File: config.mk
export PLATFORM = sky130hd
export DESIGN_NAME = cts_score
export DESIGN_NICKNAME = d
export VERILOG_FILES = /design/src/hw/rtl/cosine_topk_vector_search_macros.svh /design/src/hw/rtl/cts_pkg.sv /design/src/hw/rtl/cts_score.sv
export SDC_FILE = /design/constraint.sdc
export NUM_CORES = 2
export LEC_CHECK = 0
export BUFFER_PORTS_ARGS = -buffer_cell sky130_fd_sc_hd__buf_2
export CAP_MARGIN = 20
export CORE_AREA = 2 2 378 380
export DETAILED_ROUTE_END_ITERATION = 10
export DIE_AREA = 0 0 380 382
export PLACE_DENSITY = 0.54
export SYNTH_ARGS = -nofsm -noshare
export SYNTH_HDL_FRONTEND = slang
export SYNTH_SLANG_ARGS = --single-unit
File: constraint.sdc
create_clock -name clk_i -period 13.2 [get_ports clk_i]
set_clock_uncertainty 0.05 [all_clocks]
set_input_delay 2.64 -clock clk_i [delete_from_list [all_inputs] [get_ports clk_i]]
set_output_delay 2.64 -clock clk_i [all_outputs]
set_load 0.1 [all_outputs]
File: src/hw/rtl/cosine_topk_vector_search_macros.svh
// Assertion macros for the cosine top-K search block.
// Used by the top level only; no other dependencies.
`ifndef COSINE_TOPK_VECTOR_SEARCH_MACROS_SVH
`define COSINE_TOPK_VECTOR_SEARCH_MACROS_SVH
`ifndef SYNTH
`define CTS_ASSERT_IMP(label, clk, rstn, ante, cons) \
  label: assert property (@(posedge clk) disable iff (!rstn) (ante) |-> (cons)) \
    else $error("assertion failed");
`define CTS_ASSERT_NXT(label, clk, rstn, ante, cons) \
  label: assert property (@(posedge clk) disable iff (!rstn) (ante) |=> (cons)) \
    else $error("assertion failed");
`else
`define CTS_ASSERT_IMP(label, clk, rstn, ante, cons)
`define CTS_ASSERT_NXT(label, clk, rstn, ante, cons)
`endif
`endif

File: src/hw/rtl/cts_pkg.sv
// Shared types and constants for the cosine top-K search block.
// No dependencies.
package cts_pkg;
  localparam int unsigned MaxDims = 384;
  localparam int unsigned TopKMax = 16;
  localparam int unsigned TopKReset = 10;

  typedef enum logic [1:0] {
    CMD_QUERY = 2'd0,
    CMD_CAND  = 2'd1,
    CMD_EMIT  = 2'd2,
    CMD_CLEAR = 2'd3
  } cmd_e;

  typedef enum logic [1:0] {
    ST_OK       = 2'd0,
    ST_NO_QUERY = 2'd1,
    ST_NO_CAND  = 2'd2,
    ST_RSVD     = 2'd3
  } status_e;

  typedef struct packed {
    logic [1:0]  command;
    logic signed [15:0] element;
    logic [31:0] item_id;
    logic        last_element;
  } in_beat_t;

  typedef struct packed {
    logic [1:0]  status;
    logic [3:0]  rank;
    logic [31:0] item_id_res;
    logic signed [15:0] score;
    logic [31:0] scanned;
    logic        last;
  } out_beat_t;

  // Score unit handshake.
  typedef struct packed {
    logic        start;
    logic signed [40:0] dot;
    logic [40:0] na;
    logic [40:0] nb;
  } score_req_t;

  typedef struct packed {
    logic        busy;
    logic        done;
    logic signed [15:0] score;
  } score_rsp_t;
endpackage

File: src/hw/rtl/cts_score.sv
// Sequential score unit: 82-bit product, bit-serial square root, restoring divide.
// Depends on cts_pkg.
module cts_score (
  input  logic                clk_i,
  input  logic                rst_ni,
  input  cts_pkg::score_req_t req_i,
  output cts_pkg::score_rsp_t rsp_o
);
  localparam logic [2:0] S_IDLE = 3'd0;
  localparam logic [2:0] S_MUL  = 3'd1;
  localparam logic [2:0] S_SQRT = 3'd2;
  localparam logic [2:0] S_DIV  = 3'd3;
  localparam logic [2:0] S_DONE = 3'd4;

  logic [2:0]  state_q, state_d;
  logic [5:0]  cnt_q, cnt_d;
  logic        neg_q, neg_d;
  logic [40:0] na_q, na_d, nb_q, nb_d;
  logic [81:0] prod_q, prod_d;
  // sqrt: remainder / root with digit-by-digit method
  logic [83:0] rem_q, rem_d;
  logic [41:0] root_q, root_d;
  logic [55:0] num_q, num_d;
  logic [56:0] drem_q, drem_d;
  logic [15:0] score_q, score_d;
  logic [20:0] pa_q, pa_d;   // 21-bit chunk of na for partial products
  logic [81:0] part;
  logic [83:0] trial;
  logic [56:0] dsh;
  logic [41:0] qbits_q, qbits_d;

  always_comb begin
    part = 82'(pa_q) * 82'(nb_q);
    trial = {rem_q[81:0], prod_q[81:80]} - {40'd0, root_q, 2'b01};
    dsh = {drem_q[55:0], num_q[55]};
  end

  always_comb begin
    state_d = state_q;
    cnt_d = cnt_q;
    neg_d = neg_q;
    na_d = na_q;
    nb_d = nb_q;
    prod_d = prod_q;
    rem_d = rem_q;
    root_d = root_q;
    num_d = num_q;
    drem_d = drem_q;
    score_d = score_q;
    pa_d = pa_q;
    qbits_d = qbits_q;
    unique case (state_q)
      S_IDLE: begin
        if (req_i.start) begin
          neg_d = req_i.dot[40];
          num_d = {(req_i.dot[40] ? 41'(-req_i.dot) : 41'(req_i.dot)), 15'd0};
          na_d = req_i.na;
          nb_d = req_i.nb;
          pa_d = req_i.na[20:0];
          prod_d = '0;
          cnt_d = '0;
          state_d = S_MUL;
        end
      end
      S_MUL: begin
        // two 21x41 partial products
        if (cnt_q == 6'd0) begin
          prod_d = part;
          pa_d = {1'b0, na_q[40:21]};
          cnt_d = 6'd1;
        end else begin
          prod_d = prod_q + {part[60:0], 21'd0};
          rem_d = '0;
          root_d = '0;
          cnt_d = 6'd0;
          state_d = S_SQRT;
        end
      end
      S_SQRT: begin
        if (!trial[83]) begin
          rem_d = trial;
          root_d = {root_q[40:0], 1'b1};
        end else begin
          rem_d = {rem_q[81:0], prod_q[81:80]};
          root_d = {root_q[40:0], 1'b0};
        end
        prod_d = {prod_q[79:0], 2'b00};
        cnt_d = cnt_q + 6'd1;
        if (cnt_q == 6'd40) begin
          cnt_d = '0;
          drem_d = '0;
          qbits_d = '0;
          state_d = S_DIV;
        end
      end
      S_DIV: begin
        if (root_q == '0) begin
          score_d = '0;
          state_d = S_DONE;
        end else begin
          if (dsh >= {15'd0, root_q}) begin
            drem_d = dsh - {15'd0, root_q};
            qbits_d = {qbits_q[40:0], 1'b1};
          end else begin
            drem_d = dsh;
            qbits_d = {qbits_q[40:0], 1'b0};
          end
          num_d = {num_q[54:0], 1'b0};
          cnt_d = cnt_q + 6'd1;
          if (cnt_q == 6'd55) state_d = S_DONE;
        end
      end
      S_DONE: begin
        if (root_q != '0) begin
          score_d = (qbits_q > 42'd32767) ? 16'sd32767 : qbits_q[15:0];
          if (neg_q) score_d = -score_d;
        end
        state_d = S_IDLE;
      end
      default: state_d = S_IDLE;
    endcase
  end

  // 56 divide steps exceed the 6-bit counter check only at 55: fits.
  always_ff @(posedge clk_i or negedge rst_ni) begin
    if (!rst_ni) begin
      state_q <= S_IDLE;
      cnt_q <= '0;
    end else begin
      state_q <= state_d;
      cnt_q <= cnt_d;
    end
  end

  always_ff @(posedge clk_i) begin
    neg_q <= neg_d;
    na_q <= na_d;
    nb_q <= nb_d;
    prod_q <= prod_d;
    rem_q <= rem_d;
    root_q <= root_d;
    num_q <= num_d;
    drem_q <= drem_d;
    score_q <= score_d;
    pa_q <= pa_d;
    qbits_q <= qbits_d;
  end

  assign rsp_o.busy = (state_q != S_IDLE);
  assign rsp_o.done = (state_q == S_DONE);
  assign rsp_o.score = score_d;
endmodule

==> impl_metrics.toml <==
[clock_network]
postCtsSetupRepairBufs = 0
clkSinkCount = 453
root_buffer = "clkbuf_16"
cts_resized = 0
clkLatencyLatePin_ps = 700
postCtsHoldBufs = 0
clockBufferDepth = 3
htree_levels = 2
cts_tree = "done"
clk_pin_slew_ps = 70
cts_buffers = 57

[global_routing]
grtUsageMet2 = 0.375
grt.busiest_layer = "met2"
overflow = 0
grt_first_pass_wirelength_um = 261000
track_usage = 0.227
antenna_found_initial = 3
grt_start_max_net_pins = 85
grt_use_met1 = 0.312
grtUsageMet3 = 0.0252
grt_pass1_vias = 44500

[routing]
drt-total-wl_um = 164000
vias = 43200
dr.pass1.iters = 5
drt_iter0_drc = 2895
viasPerCell = 5.37
ant_nets = 0
detail_route.wl_per_cell_um = 20.4
drc = 0

[synth]
synth_commonest_cells = "923 x inv_1, 866 x nand2_1, 740 x fa_1, 428 x edfxtp_1, 390 x and2_1"
synth.distinct_cells = 82
ys_ff_latch = 453
synth.largest_area_cell = "fa_1"
synthesis.area_sq_mm = 0.0561
postSynth.asyncResetShare = 0.0199
synthesis.area_per_instance_sq_um = 9.10
synth-edff-count = 428
synth_most_common_cell = "inv_1"
yosys-top-cells-area = "fa_1 26%, edfxtp_1 23%, ha_1 7.2%"
yosys_warnings = 0
synth.top_cell.area_share = 0.264
synthCells = 6168
synth_fp_nets = 7357
synth_ff_type = "edfxtp_1"
seq_area_frac_synth = 0.239

[critical_path]
cpMostUsedCell = "fa_1"
endpoint_kind = "flop"
critical_path.max_stage_delay_ps = 1090
crit_slowest_cell = "edfxtp_1"
critical_path_class = "reg -> reg"
crit_family = "adder cells"
ff2ff_path_depth = 36
cp_max_fo = 22
path_buf_inv = 4
path_depth = 36
crit_required_ps = 13590
crit_arrival_ps = 11730
critPathLaunchType = "flop"

[worst_hold_path]
worstHoldPathCells = 1
hold_path_class = "reg -> reg"

[timing]
tightest_slew_ps = 1140
fin_crit_ps = 11340
holdWs_ps = 436
hold_viol = 0
drv_slew = 0
slew-limit-headroom = 0.237
timing.fmax_mhz = 88.2
tns_ps = 0
setup_viol = 0
setup_ws_ps = 1860
rsz0062_at_grt = "false"
period_share = 0.859

[placed_design]
place.gp.congestion = 0.890
place_area_sq_mm = 0.0586
post-place-ws_ps = 1900
dp_hpwl_um = 122000
io_buffers = 143

[die]
rows = 138
core_sq_mm = 0.141
fp.dieW_um = 380
initial_core_util = 0.398
io_pins = 144
dieHeight_um = 382
die-area_sq_mm = 0.145

[cells_and_area]
regArea_sq_mm = 0.0134
n_fill_cell = 14200
drive_gt1_frac = 0.0595
nets = 7293
multi_input_area_sq_mm = 0.0381
stdcell_area_sq_mm = 0.0606
synthToLayoutAreaGrowth_pct = 8.05

[flow_run]
cap_violations = 0

[outcome]
status = "completed"
==> path summary, 6_finish.rpt <==
| path | slack [ps] | end | startpoint |
|---|---|---|---|
| worst max-delay path | 1860 | prod_q[81]$_DFFE_PP_ | pa_q[3]$_DFFE_PP_ |
| worst min register to register | 440 | score_q[14]$_DFF_P_ | score_q[14]$_DFF_P_ |
| worst max register to register | 1860 | prod_q[81]$_DFFE_PP_ | pa_q[3]$_DFFE_PP_ |
| max in group asynchronous | 11150 | cnt_q[5]$_DFFE_PN0P_ | rst_ni |
| worst min-delay path | 440 | score_q[14]$_DFF_P_ | score_q[14]$_DFF_P_ |
| min in group asynchronous | 1740 | state_q[2]$_DFFE_PN0P_ | rst_ni |
==> stage by stage <==
step	util	cells
final	0.430	8045
after global routing	0.430	8044
after detailed placement	0.416	7935
after CTS	0.430	8043
after floorplan	-	6168
after global placement	0.416	7934
==> cell type report <==
cell class              instances  share of cell area
clock buffers                  71              0.0259
flip-flops and latches        453               0.221
inverters                     923              0.0571
diodes                          2           0.0000825
clock inverters                37             0.00716
well taps                    1890              0.0390
repair buffers                219              0.0217
multi-input cells            4450               0.628
==> kinds of logic (layout without fill, tap and decap cells) <==
| kind of cell | count (synthesis) | in the layout | share of synthesized area |
|---|---|---|---|
| AND/OR/NAND/NOR | 2055 | 2055 | 0.174 |
| buffers and inverters | 1265 | 1250 | 0.0847 |
| adder cells (fa/ha/maj) | 1063 | 1063 | 0.336 |
| AO/OA/AOI/OAI | 1031 | 1031 | 0.118 |
| flip-flops | 453 | 453 | 0.239 |
| XOR/XNOR | 267 | 267 | 0.0419 |
| multiplexers | 34 | 34 | 0.00611 |
| other | 0 | 2 | 0 |
==> worst register-to-register path, delay by kind of cell (launching register included) <==
kind	cells	cell delay, ps
xor gates and xnor gates	2	800
adders and majority gates	9	4310
and+or+nand+nor	5	1140
AOI/OAI and AO/OA	16	3530
DFF	1	1090
buffers and inverters	4	210
==> layout by cell type (no fill, tap or decap), types with 26 or more instances in the layout <==
cell type	Yosys	routed
buf_2	4	143
ha_1	323	323
xnor2_1	141	141
nor2_1	345	339
a21o_1	135	135
o21bai_1	36	36
inv_1	923	923
o31ai_1	35	35
mux2i_1	32	32
fa_1	740	740
a21oi_1	287	286
nand2b_1	34	33
buf_4	0	74
xor2_1	125	125
and2_1	390	388
o21a_1	38	38
edfxtp_1	428	428
nor4_1	42	41
nand3_1	68	68
nand4_1	53	53
and3_1	67	66
nor3_1	55	53
o21ai_0	232	232
or3_1	52	52
nand2_1	866	863
a211oi_1	46	44
a22o_1	26	26
clkbuf_16	0	58
==> layer usage <==
metal | routed length (um) | vias up
met5 | 0 | -
met1 | 72300 | 21800
li1 | - | 20000
met3 | 8320 | 238
met2 | 77400 | 1121
met4 | 5780 | 0
==> flip-flops by register name, indices dropped and copies added, names as in the netlist <==
signal   cells
drem_q      56
cnt_q        6
nb_q        41
state_q      3
score_q     16
neg_q        1
prod_q      82
qbits_q     42
na_q        20
pa_q        21
root_q      42
rem_q       82
num_q       41
Power is not shown: default switching activity piles up to over one toggle a cycle in this logic, so the estimate is an artifact.
